$ cat config.mk
export PLATFORM = sky130hd
export DESIGN_NAME = unique_request_id_encoder_core
export DESIGN_NICKNAME = d
export VERILOG_FILES = /design/src/hdl/urie_pkg.sv /design/src/hdl/urie_front.sv /design/src/hdl/urie_queue.sv /design/src/hdl/urie_back.sv /design/src/hdl/unique_request_id_encoder_core.sv
export SDC_FILE = /design/constraint.sdc
export NUM_CORES = 1
export LEC_CHECK = 0
export BUFFER_PORTS_ARGS = -buffer_cell sky130_fd_sc_hd__clkbuf_2
export CORE_MARGIN = 2
export CORE_UTILIZATION = 50
export CTS_CLUSTER_DIAMETER = 120
export DETAILED_ROUTE_END_ITERATION = 6
export PLACE_DENSITY_LB_ADDON = 0.12
export SLEW_MARGIN = 25
export SYNTH_ARGS = -nofsm -noshare
export SYNTH_HDL_FRONTEND = slang
export SYNTH_HIERARCHICAL = 1
export SYNTH_SLANG_ARGS = --single-unit
$ cat constraint.sdc
create_clock -name clk -period 21.5 [get_ports clk]
set_clock_uncertainty 0.05 [all_clocks]
set_input_delay 4.3 -clock clk [delete_from_list [all_inputs] [get_ports clk]]
set_output_delay 4.3 -clock clk [all_outputs]
set_load 0.005 [all_outputs]
$ cat src/hdl/urie_pkg.sv
// Shared types, constants and the character map for the request ID encoder.
// No dependencies; every other file imports this package.
`default_nettype none
package urie_pkg;

  localparam int RECORD_BYTES = 20;
  localparam int ID_CHARS     = 27;
  localparam int ROOT_BYTES   = 10;
  localparam int RECORD_BITS  = RECORD_BYTES * 8;

  localparam int SEXTET_W = 6;
  localparam int CHAR_W   = 7;
  localparam int POS_W    = 5;

  localparam int STAMP_W = 32;
  localparam int CONN_W  = 32;
  localparam int CTR_W   = 32;
  localparam int CNT16_W = 16;
  localparam int ROOT_UPPER_W = 16;
  localparam int ROOT_LOWER_W = 64;

  localparam int CFG_DATA_W = 64;
  localparam int CFG_ADDR_W = 5;

  localparam int QUEUE_DEPTH = 2;
  localparam int QPTR_W      = $clog2(QUEUE_DEPTH);
  localparam int QCNT_W      = $clog2(QUEUE_DEPTH + 1);

  localparam logic [CNT16_W-1:0] CNT16_MAX = 16'hffff;

  localparam logic [CHAR_W-1:0] CHAR_MINUS = 7'h2d;
  localparam logic [CHAR_W-1:0] CHAR_UNDER = 7'h5f;

  typedef enum logic [1:0] {
    REG_ROOT_UPPER    = 2'd0,
    REG_ROOT_LOWER    = 2'd1,
    REG_COUNTER_START = 2'd2
  } reg_idx_t;

  // Field order gives the big-endian record, first byte in the top bits.
  typedef struct packed {
    logic [STAMP_W-1:0]        stamp;
    logic [ROOT_BYTES*8-1:0]   root;
    logic [CNT16_W-1:0]        cnt;
    logic [CONN_W-1:0]         conn;
  } id_rec_t;

  // Counter load request from the register block.
  typedef struct packed {
    logic             load;
    logic [CTR_W-1:0] value;
  } ctr_load_t;

  function automatic logic [CHAR_W-1:0] sextet_to_char(input logic [SEXTET_W-1:0] v);
    logic [CHAR_W-1:0] w;
    w = {1'b0, v};
    if (v < 6'd26) begin
      return w + 7'd65;
    end else if (v < 6'd52) begin
      return w + 7'd71;
    end else if (v < 6'd62) begin
      return w - 7'd4;
    end else if (v == 6'd62) begin
      return CHAR_MINUS;
    end
    return CHAR_UNDER;
  endfunction

endpackage
`default_nettype wire

$ cat src/hdl/urie_front.sv
// Front end: takes request transactions, holds the running request counter
// and packs the 20-byte record. Depends on urie_pkg.
`default_nettype none
module urie_front (
  input  wire logic                                  clk,
  input  wire logic                                  rst_n,
  input  wire logic                                  in_push,
  input  wire logic [urie_pkg::STAMP_W-1:0]          in_request_seconds,
  input  wire logic [urie_pkg::CONN_W-1:0]           in_connection_index,
  input  wire logic                                  q_full,
  input  wire logic [urie_pkg::ROOT_UPPER_W-1:0]     root_upper,
  input  wire logic [urie_pkg::ROOT_LOWER_W-1:0]     root_lower,
  input  wire urie_pkg::ctr_load_t                   ctr_load,
  output logic                                       q_push,
  output urie_pkg::id_rec_t                          q_data
);
  import urie_pkg::*;

  logic [CTR_W-1:0]   counter_r, counter_nxt;
  logic [CNT16_W:0]   fold_sum;
  logic [CNT16_W-1:0] fold_one;
  logic [CNT16_W-1:0] cnt16;

  assign q_push = in_push && !q_full;

  // 2^16 is 1 modulo 65535, so the high and low halves fold together.
  assign fold_sum = {1'b0, counter_r[CTR_W-1:CNT16_W]} + {1'b0, counter_r[CNT16_W-1:0]};
  assign fold_one = fold_sum[CNT16_W-1:0] + {{(CNT16_W-1){1'b0}}, fold_sum[CNT16_W]};
  assign cnt16    = (fold_one == CNT16_MAX) ? '0 : fold_one;

  always_comb begin
    q_data.stamp = in_request_seconds;
    q_data.root  = {root_upper, root_lower};
    q_data.cnt   = cnt16;
    q_data.conn  = in_connection_index;
  end

  always_comb begin
    counter_nxt = counter_r;
    if (ctr_load.load) begin
      counter_nxt = ctr_load.value;
    end else if (q_push) begin
      counter_nxt = counter_r + 1'b1;
    end
  end

  always_ff @(posedge clk) begin
    if (!rst_n) begin
      counter_r <= '0;
    end else begin
      counter_r <= counter_nxt;
    end
  end

endmodule
`default_nettype wire

$ cat src/hdl/urie_queue.sv
// Short record queue between the front end and the character serializer.
// Depends on urie_pkg for the record type and depth.
`default_nettype none
module urie_queue (
  input  wire logic                 clk,
  input  wire logic                 rst_n,
  input  wire logic                 push,
  input  wire urie_pkg::id_rec_t    push_data,
  output logic                      full,
  input  wire logic                 pop,
  output logic                      valid,
  output urie_pkg::id_rec_t         head
);
  import urie_pkg::*;

  id_rec_t           entries_r [QUEUE_DEPTH];
  logic [QPTR_W-1:0] wr_ptr_r, wr_ptr_nxt;
  logic [QPTR_W-1:0] rd_ptr_r, rd_ptr_nxt;
  logic [QCNT_W-1:0] count_r, count_nxt;
  logic              do_push, do_pop;

  assign full    = (count_r == QCNT_W'(QUEUE_DEPTH));
  assign valid   = (count_r != '0);
  assign head    = entries_r[rd_ptr_r];
  assign do_push = push && !full;
  assign do_pop  = pop && valid;

  always_comb begin
    wr_ptr_nxt = wr_ptr_r;
    rd_ptr_nxt = rd_ptr_r;
    count_nxt  = count_r;
    if (do_push) begin
      wr_ptr_nxt = (wr_ptr_r == QPTR_W'(QUEUE_DEPTH - 1)) ? '0 : wr_ptr_r + 1'b1;
    end
    if (do_pop) begin
      rd_ptr_nxt = (rd_ptr_r == QPTR_W'(QUEUE_DEPTH - 1)) ? '0 : rd_ptr_r + 1'b1;
    end
    if (do_push && !do_pop) begin
      count_nxt = count_r + 1'b1;
    end else if (do_pop && !do_push) begin
      count_nxt = count_r - 1'b1;
    end
  end

  always_ff @(posedge clk) begin
    if (do_push) begin
      entries_r[wr_ptr_r] <= push_data;
    end
  end

  always_ff @(posedge clk) begin
    if (!rst_n) begin
      wr_ptr_r <= '0;
      rd_ptr_r <= '0;
      count_r  <= '0;
    end else begin
      wr_ptr_r <= wr_ptr_nxt;
      rd_ptr_r <= rd_ptr_nxt;
      count_r  <= count_nxt;
    end
  end

endmodule
`default_nettype wire

$ cat src/hdl/urie_back.sv
// Back end: shifts a record out six bits at a time and maps each sextet to
// a base64url character in an output register. Depends on urie_pkg.
`default_nettype none
module urie_back (
  input  wire logic                        clk,
  input  wire logic                        rst_n,
  input  wire logic                        q_valid,
  input  wire urie_pkg::id_rec_t           q_head,
  output logic                             q_pop,
  output logic                             out_empty,
  input  wire logic                        out_pop,
  output logic [urie_pkg::CHAR_W-1:0]      out_id_char,
  output logic                             out_last_char
);
  import urie_pkg::*;

  logic [RECORD_BITS-1:0] sh_r, sh_nxt;
  logic [POS_W-1:0]       pos_r, pos_nxt;
  logic                   busy_r, busy_nxt;
  logic                   out_valid_r, out_valid_nxt;
  logic [CHAR_W-1:0]      out_char_r, out_char_nxt;
  logic                   out_last_r, out_last_nxt;
  logic                   adv, at_last, load;

  assign adv     = !out_valid_r || out_pop;
  assign at_last = (pos_r == POS_W'(ID_CHARS - 1));
  // A record is taken when idle, or in the cycle the last character moves to the output register.
  assign load    = q_valid && (!busy_r || (adv && at_last));
  assign q_pop   = load;

  assign out_empty     = !out_valid_r;
  assign out_id_char   = out_char_r;
  assign out_last_char = out_last_r;

  always_comb begin
    sh_nxt        = sh_r;
    pos_nxt       = pos_r;
    busy_nxt      = busy_r;
    out_valid_nxt = out_valid_r;
    out_char_nxt  = out_char_r;
    out_last_nxt  = out_last_r;
    if (adv) begin
      out_valid_nxt = busy_r;
      if (busy_r) begin
        out_char_nxt = sextet_to_char(sh_r[RECORD_BITS-1 -: SEXTET_W]);
        out_last_nxt = at_last;
        // Zeros shift in, which gives the padding bits of the final character.
        sh_nxt       = sh_r << SEXTET_W;
        if (at_last) begin
          busy_nxt = 1'b0;
          pos_nxt  = '0;
        end else begin
          pos_nxt = pos_r + 1'b1;
        end
      end
    end
    if (load) begin
      sh_nxt   = q_head;
      pos_nxt  = '0;
      busy_nxt = 1'b1;
    end
  end

  always_ff @(posedge clk) begin
    sh_r       <= sh_nxt;
    out_char_r <= out_char_nxt;
    out_last_r <= out_last_nxt;
  end

  always_ff @(posedge clk) begin
    if (!rst_n) begin
      pos_r       <= '0;
      busy_r      <= 1'b0;
      out_valid_r <= 1'b0;
    end else begin
      pos_r       <= pos_nxt;
      busy_r      <= busy_nxt;
      out_valid_r <= out_valid_nxt;
    end
  end

endmodule
`default_nettype wire

$ cat src/hdl/unique_request_id_encoder_core.sv
// Request ID encoder: each request yields 27 base64url characters.
// A request goes through the queue, the shift register and the output register.
// One character per cycle leaves the output register while out_pop takes each one.
// Two records queue between front and back, so requests are taken while one is sent.
// Synchronous active-low reset clears the counter, registers, queue and output.
`default_nettype none
module unique_request_id_encoder_core (
  input  wire logic                                  clk,
  input  wire logic                                  rst_n,
  input  wire logic                                  in_push,
  output logic                                       in_full,
  input  wire logic [urie_pkg::STAMP_W-1:0]          in_request_seconds,
  input  wire logic [urie_pkg::CONN_W-1:0]           in_connection_index,
  output logic                                       out_empty,
  input  wire logic                                  out_pop,
  output logic [urie_pkg::CHAR_W-1:0]                out_id_char,
  output logic                                       out_last_char,
  input  wire logic                                  cfg_psel,
  input  wire logic                                  cfg_penable,
  input  wire logic                                  cfg_pwrite,
  input  wire logic [urie_pkg::CFG_ADDR_W-1:0]       cfg_paddr,
  input  wire logic [urie_pkg::CFG_DATA_W-1:0]       cfg_pwdata,
  output logic [urie_pkg::CFG_DATA_W-1:0]            cfg_prdata,
  output logic                                       cfg_pready
);
  import urie_pkg::*;

  logic [ROOT_UPPER_W-1:0] root_upper_r;
  logic [ROOT_LOWER_W-1:0] root_lower_r;
  logic [CTR_W-1:0]        counter_start_r;
  logic [1:0]              reg_sel;
  logic                    wr_en;
  ctr_load_t               ctr_load;
  logic                    q_push, q_full, q_valid, q_pop;
  id_rec_t                 q_in, q_head;

  assign cfg_pready = 1'b1;
  assign reg_sel    = cfg_paddr[4:3];
  assign wr_en      = cfg_psel && cfg_penable && cfg_pwrite && cfg_pready;

  always_comb begin
    ctr_load.load  = wr_en && (reg_sel == REG_COUNTER_START);
    ctr_load.value = cfg_pwdata[CTR_W-1:0];
  end

  always_comb begin
    case (reg_sel)
      REG_ROOT_UPPER:    cfg_prdata = {{(CFG_DATA_W-ROOT_UPPER_W){1'b0}}, root_upper_r};
      REG_ROOT_LOWER:    cfg_prdata = root_lower_r;
      REG_COUNTER_START: cfg_prdata = {{(CFG_DATA_W-CTR_W){1'b0}}, counter_start_r};
      default:           cfg_prdata = '0;
    endcase
  end

  always_ff @(posedge clk) begin
    if (!rst_n) begin
      root_upper_r    <= '0;
      root_lower_r    <= '0;
      counter_start_r <= '0;
    end else if (wr_en) begin
      case (reg_sel)
        REG_ROOT_UPPER:    root_upper_r    <= cfg_pwdata[ROOT_UPPER_W-1:0];
        REG_ROOT_LOWER:    root_lower_r    <= cfg_pwdata;
        REG_COUNTER_START: counter_start_r <= cfg_pwdata[CTR_W-1:0];
        default: ;
      endcase
    end
  end

  assign in_full = q_full;

  urie_front u_front (
    .clk                 (clk),
    .rst_n               (rst_n),
    .in_push             (in_push),
    .in_request_seconds  (in_request_seconds),
    .in_connection_index (in_connection_index),
    .q_full              (q_full),
    .root_upper          (root_upper_r),
    .root_lower          (root_lower_r),
    .ctr_load            (ctr_load),
    .q_push              (q_push),
    .q_data              (q_in)
  );

  urie_queue u_queue (
    .clk       (clk),
    .rst_n     (rst_n),
    .push      (q_push),
    .push_data (q_in),
    .full      (q_full),
    .pop       (q_pop),
    .valid     (q_valid),
    .head      (q_head)
  );

  urie_back u_back (
    .clk           (clk),
    .rst_n         (rst_n),
    .q_valid       (q_valid),
    .q_head        (q_head),
    .q_pop         (q_pop),
    .out_empty     (out_empty),
    .out_pop       (out_pop),
    .out_id_char   (out_id_char),
    .out_last_char (out_last_char)
  );

endmodule
`default_nettype wire
After elaboration in Yosys (flattened, before gate mapping)
Memories as Yosys holds them, arrays and structs flattened. A register that Yosys moved wholly into a read port is not among the register bits.
Cells that the tools add are included.
Storage, ports and cells
  register bits after elaboration: 323
  bits in writable memories: 320
  word-level logic and storage cells: 94
  memories: 1
Operators by class
  $add $sub $neg: 11
  order comparisons: 3
  equal/unequal tests: 6
  multiplexer cells: 30
  bitwise operators: 1
  reductions and logical operators: 29
Memories
  u_queue.entries_r: words 2, width 160, rd ports 1, clocked after Yosys merged registers in 1, write ports 1, line urie_queue.sv:16  | id_rec_t entries_r [QUEUE_DEPTH];
Operators by type and width (count)
  $mux 160: 3
  $pmux 64 s3: 1
  $mux 32: 2
  $add 32x1->32 const B: 1
  $mux 7: 4
  $add 16x16->17: 1
  $add 16x1->16: 1
  $eq 16x16->1 const B: 1
  $mux 1: 16
  $mux 16: 1
  $add 6x7->7 const B: 2
  $lt 6x6->1 const B: 2
  $logic_and 1x1->1: 10
  $reduce_and 2->1: 5
  $reduce_bool 2->1: 5
  $sub 6x3->7 const B: 1
  $eq 6x6->1 const B: 1
  $lt 6x5->1 const B: 1
  $add 5x1->5 const B: 1
  $eq 5x5->1 const B: 1
  $logic_not 1->1: 5
  $mux 5: 1
  $eq 2x2->1 const B: 2
  $mux 2: 2
  other kinds (8): 10

Logic depth before layout (Yosys ltp)
Gate-level depths: netlist of the first run.
  depth after elaboration: 9
  mapped depth: 20
  mapped depth without buffers: 19

Hierarchy
Netlist of the first run, hierarchy kept.
Modules (own cells, without submodules)
  urie_queue: instances 1, cells an instance 523, area each 12187.9 um2
  urie_back: instances 1, cells an instance 448, area each 8249.2 um2
  unique_request_id_encoder_core: instances 1, cells an instance 550, area each 4991.0 um2
  urie_front: instances 1, cells an instance 560, area each 4295.4 um2

Worst setup path before layout of the first run
Ideal clock, no wire load.
  path type: input-to-reg
  from: in in_push
  to: mem u_queue/entries_r[0][0] (netlist name) (enable)
  arrival: 10856 ps
  slack: 9943 ps
  stages on the path: 3
  path buffers: 0
  cells stage by stage: nor2b_1 -> inv_1 -> nor3_2
On the way
  word-level cells in the longest chain between the ends: 4
Ends and longest elaborated chain
  from (decl): line unique_request_id_encoder_core.sv:10  | input wire logic in_push,
  $logic_and 1x1->1: line urie_front.sv:24  | assign q_push = in_push && !q_full;
  $logic_and 1x1->1: line urie_queue.sv:25  | assign do_push = push && !full;
  $mux 1: line urie_queue.sv:46  | if (do_push) begin
  $mux 1 (implied by the code): line urie_queue.sv:47  | entries_r[wr_ptr_r] <= push_data;
  to (decl): line urie_queue.sv:16
No other way between the ends.

Worst setup path after layout of the first run
  from: in cfg_paddr[3] (netlist name)
  to: out cfg_prdata[1] (netlist name)
On the way
  word-level cells in the longest chain between the ends: 2
  elaborated cells between the ends (all ways): 4
  those cells by class: 2 x eq/ne; 1 x mux; 1 x reduce/logical
Ends and longest elaborated chain
  from (decl): line unique_request_id_encoder_core.sv:21  | input wire logic [urie_pkg::CFG_ADDR_W-1:0] cfg_paddr,
  $eq 2x2->1, or another cell as far along: line unique_request_id_encoder_core.sv:47  | case (reg_sel)
  $pmux 64 s3 *: line unique_request_id_encoder_core.sv:47
  to (decl): line unique_request_id_encoder_core.sv:23  | output logic [urie_pkg::CFG_DATA_W-1:0] cfg_prdata,
Every way passes the cells marked *; elsewhere a longest branch is shown, timed or not.

==> impl_metrics.tcl, run 1 <==
set metrics [dict create \
    first_global_vias 15900 \
    endpoint_kind "output port" \
    num_vias 15900 \
    p_per_area_mw_per_mm2 128 \
    setup_viol_count_final 0 \
    ir_worst_vdd_uv 79.8 \
    syn_avg_cell_area_sq_um 14.3 \
    wl_microns 59400 \
    cp_cell_sequence "clkbuf_2 -> nor2b_4 -> nand2_1 -> o21ai_0 -> clkbuf_2" \
    final_core_util 0.550 \
    postCtsSetupBuffers 0 \
    die_y_microns 248 \
    syn2layout_area_growth_pct 8.92 \
    layout-drive-gt1-share 0.307 \
    final_common_cell "edfxtp_1" \
    dp_hpwl_microns 36800 \
    timing.final.hold_violations 0 \
    hp-class "register to register" \
    wl_per_cell_microns 20.0 \
    initial_core_util 0.505 \
    numCtsBuffers 69 \
    hold_ws_ns 0.406 \
    cp_top_family "simple AND/OR/NAND/NOR gates" \
    seq_area_frac_synth 0.598 \
    cts-resized-gates 0 \
    crit_path_frequent_cell "clkbuf_2" \
    fmax_mhz 93.1 \
    clockBufferDepth 3 \
    synth_ff_type "edfxtp_1" \
    critPathKind "primary input to output port" \
    nets 2304 \
    synth_cell_types 79 \
    clock-sinks 644 \
    clk_latency_ns 0.60 \
    critPathMaxStageDelay_ns 0.96 \
    die-area_sq_mm 0.0614 \
    track_usage 0.193 \
    path_max_fanout 32 \
    ys_seq_elements 644 \
    drt_iter0_markers 879 \
    rr_worst_depth 19 \
    routed_via_density 5.35 \
    rr_startpoint "u_front/counter_r[16]" \
    crit_arrival_ns 6.40 \
    syn_inst 2081 \
    grt_pass1_wl_microns 90900 \
    ys_warn_count 6 \
    rows 89 \
    cp-start-kind "primary input" \
    required_ns 17.15 \
    postRouteAntennaNets 0 \
    cts_hold_buf 0 \
    path_depth 5 \
    min_period_over_period 0.500 \
    hold_start "counter_start_r[4]" \
    path_clk_slew_ns 0.05 \
    cts_tree "yes" \
    worst_pin_slew_ns 1.00 \
    htreeDepth 3 \
    cpMaxStageDelayCell "nor2b_4" \
    antenna_found_initial 0 \
    synthArstFlopShare 0 \
    maxCapViolCount 0 \
    fin_crit_ns 10.75 \
    syn_area_sq_mm 0.0297 \
    leakage_nw 12.4 \
    n_antenna_cell 0 \
    grt_max_degree 162 \
    crit_path_start "cfg_paddr[3]" \
    dieWidth_microns 248 \
    p_total_mw 4.15 \
    outcome "complete, no violations" \
    place_congestion 0.894 \
    drcViolationCount 0 \
    maxSlewViolCount 0 \
    fin_setup_tns_ns 0 \
    timing.slew.headroom 0.329 \
    most-common-layout-cells "488 x edfxtp_1, 248 x nand2_1, 227 x mux2_4" \
    hold_depth 2 \
    rsz0062_at_grt "false" \
    clockRootBuffer "clkbuf_16" \
    synth_edf_count 488 \
    firstDrtPassIters 5 \
    core_sq_mm 0.0589 \
    syn-num-nets 2249 \
    grt_overflow 0 \
    io_buffers 210 \
    worst-path-buf-inv 2 \
    ioPinCount 215 \
]
==> synth_stat cells, drive strengths merged, types with 30 or more instances <==
library cell  number  area share
buf              212       0.056
dfxtp            156        0.11
mux2i            130       0.044
nor2              35      0.0053
and2              65       0.014
xnor2             30      0.0088
mux2             315        0.15
o21ai             65       0.011
edfxtp           488        0.49
nand2            250       0.032
clkbuf            31      0.0039
==> registers in the layout, summed over array words and instances, names as in the netlist, named ones only <==
name / flops
u_queue/wr_ptr_r: 1
u_back/out_id_char: 7
u_back/out_valid_r: 1
u_back/busy_r: 1
u_queue/entries_r: 320
u_queue/rd_ptr_r: 1
counter_start_r: 32
root_upper_r: 16
u_back/sh_r: 160
u_queue/count_r: 2
u_back/out_last_char: 1
root_lower_r: 64
u_back/pos_r: 5
u_front/counter_r: 32
==> layer usage <==
layer,routed length (microns),vias to the layer above,GRT usage,part of all wire
li1,-,7546,-,-
met1,27100,7929,0.265,0.46
met2,28300,293,0.313,0.48
met3,2290,99,0.0330,0.039
met4,1590,0,0.0638,0.027
met5,0,-,0,0
==> logic make-up (layout without fill, tap and decap cells) <==
group,count (synthesis),in the layout,share of synthesized area
buffers and inverters,270,380,0.0634
AOI/OAI and AO/OA,174,174,0.0421
adders and majority gates,28,28,0.0120
muxes,445,445,0.192
xor gates and xnor gates,55,55,0.0162
other,1,1,0.000126
and+or+nand+nor,464,464,0.0763
DFF,644,644,0.598
==> worst register-to-register path, stage by stage (launching register included) <==
cell and delay [ns]:
dfxtp_1 0.47, ha_1 0.28, fa_1 0.28, a211o_1 0.25, a21o_1 0.18, a41o_1 0.27, o21a_1 0.21, o21a_1 0.12
o21ai_0 0.07, nand2_1 0.07, a21o_1 0.16, ha_1 0.18, and3_1 0.20, or3b_4 0.43, nor4_4 0.25, or3b_1 0.41
a211o_1 0.29, a2111oi_4 0.69, buf_6 0.23, a21oi_1 0.07
==> power breakdown <==
part	leakage, nW	switching [mW]	internal (mW)	total [mW]
Sequential	5.93	0.115	1.78	1.89
Clock	1.05	0.477	0.655	1.13
Combinational	5.46	0.538	0.588	1.13
==> through the flow <==
step                cells  worst slack, ns  instance area (sq um)
floorplan            2081             9.94                  29700
global placement     2835            10.78                  30100
detailed placement   2836            10.74                  30200
CTS                  2962            10.75                  32300
global route         2964            10.69                  32400
finish               2964            10.75                  32400
==> worst paths after layout <==
check                                   to  slack, ns
setup / recovery             cfg_prdata[1]      10.75
hold reg to reg         counter_start_r[4]       0.41
setup reg to reg  u_queue/entries_r[0][45]      16.06
hold / removal          counter_start_r[4]       0.41
==> cell type report <==
cell class | count | area (sq um)
Clock buffer | 101 | 1980
Clock inverter | 25 | 178
Fill cell | 4810 | 26500
Inverter | 27 | 101
Multi-Input combinational cell | 1167 | 10100
Sequential cell | 644 | 17800
Tap cell | 773 | 967
Timing Repair Buffer | 227 | 1240
Power figures use the tool's default switching activity.
==> run 2: changes to the inputs <==
Clock period 21.5 ns to 9.1 ns, I/O delays scaled along.
==> run 2 against run 1 <==
Final cell count grew 0.13%. Largest power group unchanged. Hold slack better by 0.00052 ns. Largest cell class unchanged. Die area unchanged. Register-to-register slack worse by 13 ns. Core utilization rose by 0.39 points. Total power increased by 140%. Sequential power is 140% higher. Design area grew 0.71%. Worst setup slack worse by 7.4 ns. Sequential share of layout area decreased by 0.39 points.
==> impl_metrics.tcl, run 2 (synthesis gave the netlist of run 1 again) <==
set metrics [dict create \
    final_common_cell "edfxtp_1" \
    drcViolationCount 0 \
    clock-sinks 644 \
    n_antenna_cell 0 \
    htreeDepth 3 \
    grt_overflow 0 \
    rows 89 \
    wl_per_cell_microns 20.1 \
    reg.largest.list "u_queue/entries_r x320, u_back/sh_r x160, root_lower_r x64" \
    ioPinCount 215 \
    required_ns 7.23 \
    worst-path-buf-inv 2 \
    timing.slew.headroom 0.316 \
    critPathKind "primary input to output port" \
    path_max_fanout 32 \
    p_seq_frac 0.446 \
    dp_hpwl_microns 36800 \
    cp_top_family "simple AND/OR/NAND/NOR gates" \
    maxSlewViolCount 0 \
    clk_latency_ns 0.61 \
    clockRootBuffer "clkbuf_16" \
    place_ws_ns 3.29 \
    outcome "complete, no violations" \
    setup_ws_ns 3.35 \
    p_clk_frac 0.286 \
    timing.final.hold_violations 0 \
    cpMaxStageDelayCell "nor2b_4" \
    postCtsSetupBuffers 0 \
    crit_arrival_ns 3.88 \
    routed_via_density 5.41 \
    leakage_nw 12.5 \
    postRouteAntennaNets 0 \
    nets 2306 \
    maxCapViolCount 0 \
    fin_crit_ns 5.75 \
    cts-resized-gates 0 \
    hold_depth 2 \
    fin_setup_tns_ns 0 \
    firstDrtPassIters 7 \
    dieWidth_microns 248 \
    switching_power_mw 2.72 \
    largest_register_ffs 320 \
    min_period_over_period 0.631 \
    ir_worst_vdd_uv 172 \
    endpoint_kind "output port" \
    p_per_area_mw_per_mm2 307 \
    instances_no_fill 2968 \
    placed_cells 2835 \
    antenna_found_initial 1 \
    grt_pass1_wl_microns 90400 \
    critPathMaxStageDelay_ns 0.90 \
    fmax_mhz 174 \
    p_comb_frac 0.268 \
    wl_microns 59600 \
    cp_cell_sequence "clkbuf_2 -> nor2b_4 -> nand2_1 -> o21ai_0 -> clkbuf_2" \
    path_depth 5 \
    rsz0062_at_grt "false" \
    intPower_mw 7.30 \
    cts_hold_buf 0 \
    num_vias 16100 \
    initial_core_util 0.505 \
    place_congestion 0.896 \
    syn2layout_area_growth_pct 9.69 \
    crit_path_frequent_cell "clkbuf_2" \
    die_y_microns 248 \
    rr_worst_depth 19 \
    core_sq_mm 0.0589 \
    regMostFlops "u_queue/entries_r" \
    setup_viol_count_final 0 \
    numCtsBuffers 70 \
    most-common-layout-cells "488 x edfxtp_1, 248 x nand2_1, 227 x mux2_4" \
    track_usage 0.192 \
    first_global_vias 15900 \
    cts_tree "yes" \
    layout-drive-gt1-share 0.310 \
    path_clk_slew_ns 0.06 \
    grt_max_degree 162 \
    drt_iter0_markers 865 \
    cp-start-kind "primary input" \
    hp-class "register to register" \
    clockBufferDepth 3 \
    io_buffers 210 \
    die-area_sq_mm 0.0614 \
    p_sw_frac 0.271 \
    worst_pin_slew_ns 1.03 \
]
==> run 2: metal layers <==
| metal | track usage | share of wire | vias up |
|---|---|---|---|
| met5 | 0 | 0.00018 | - |
| met4 | 0.0660 | 0.029 | 2 |
| met3 | 0.0340 | 0.042 | 108 |
| met2 | 0.305 | 0.47 | 356 |
| met1 | 0.267 | 0.46 | 8041 |
| li1 | - | - | 7555 |
==> run 2: path summary, 6_finish.rpt <==
check	to	slack [ns]	from
worst max-delay path	cfg_prdata[0]	3.35	cfg_paddr[3]
worst min-delay path	counter_start_r[22]	0.41	counter_start_r[22]
worst min register to register	counter_start_r[22]	0.41	counter_start_r[22]
worst max register to register	u_queue/entries_r[1][41]	3.51	u_front/counter_r[16]
==> run 2: power by group through the flow <==
stage          combinational [mW]  sequential (mW)  clock, mW
2_1_floorplan                2.23             4.53          0
3_3_place_gp                 2.67             4.52          0
3_5_place_dp                 2.70             4.53          0
4_1_cts                      2.71             4.49       2.95
5_1_grt                      2.88             4.54       3.05
6_report                     2.68             4.47       2.87
==> run 2: stage by stage <==
step / utilization / area [sq um] / power, mW / hold slack, ns
finish: 0.553 / 32600 / 10.0 / 0.406
global route: 0.553 / 32600 / 10.5 / 0.430
CTS: 0.552 / 32500 / 10.1 / 0.409
detailed placement: 0.513 / 30200 / 7.23 / 0.398
global placement: 0.512 / 30200 / 7.19 / 0.393
floorplan: - / 29700 / 6.76 / 0.385
==> run 2: worst min-delay path, cell delays in order (launching register included) <==
cell	delay, ns
dfxtp_1	0.31
nand2_1	0.05
mux2i_1	0.05
==> run 2: final cells by class <==
cell class	count	area, sq um
inverter	27	101
timing repair buffer	228	1310
sequential	644	17800
multi-input combinational	1167	10100
clock buffer	97	1920
fill	4813	26300
clock inverter	32	398
tap	773	967
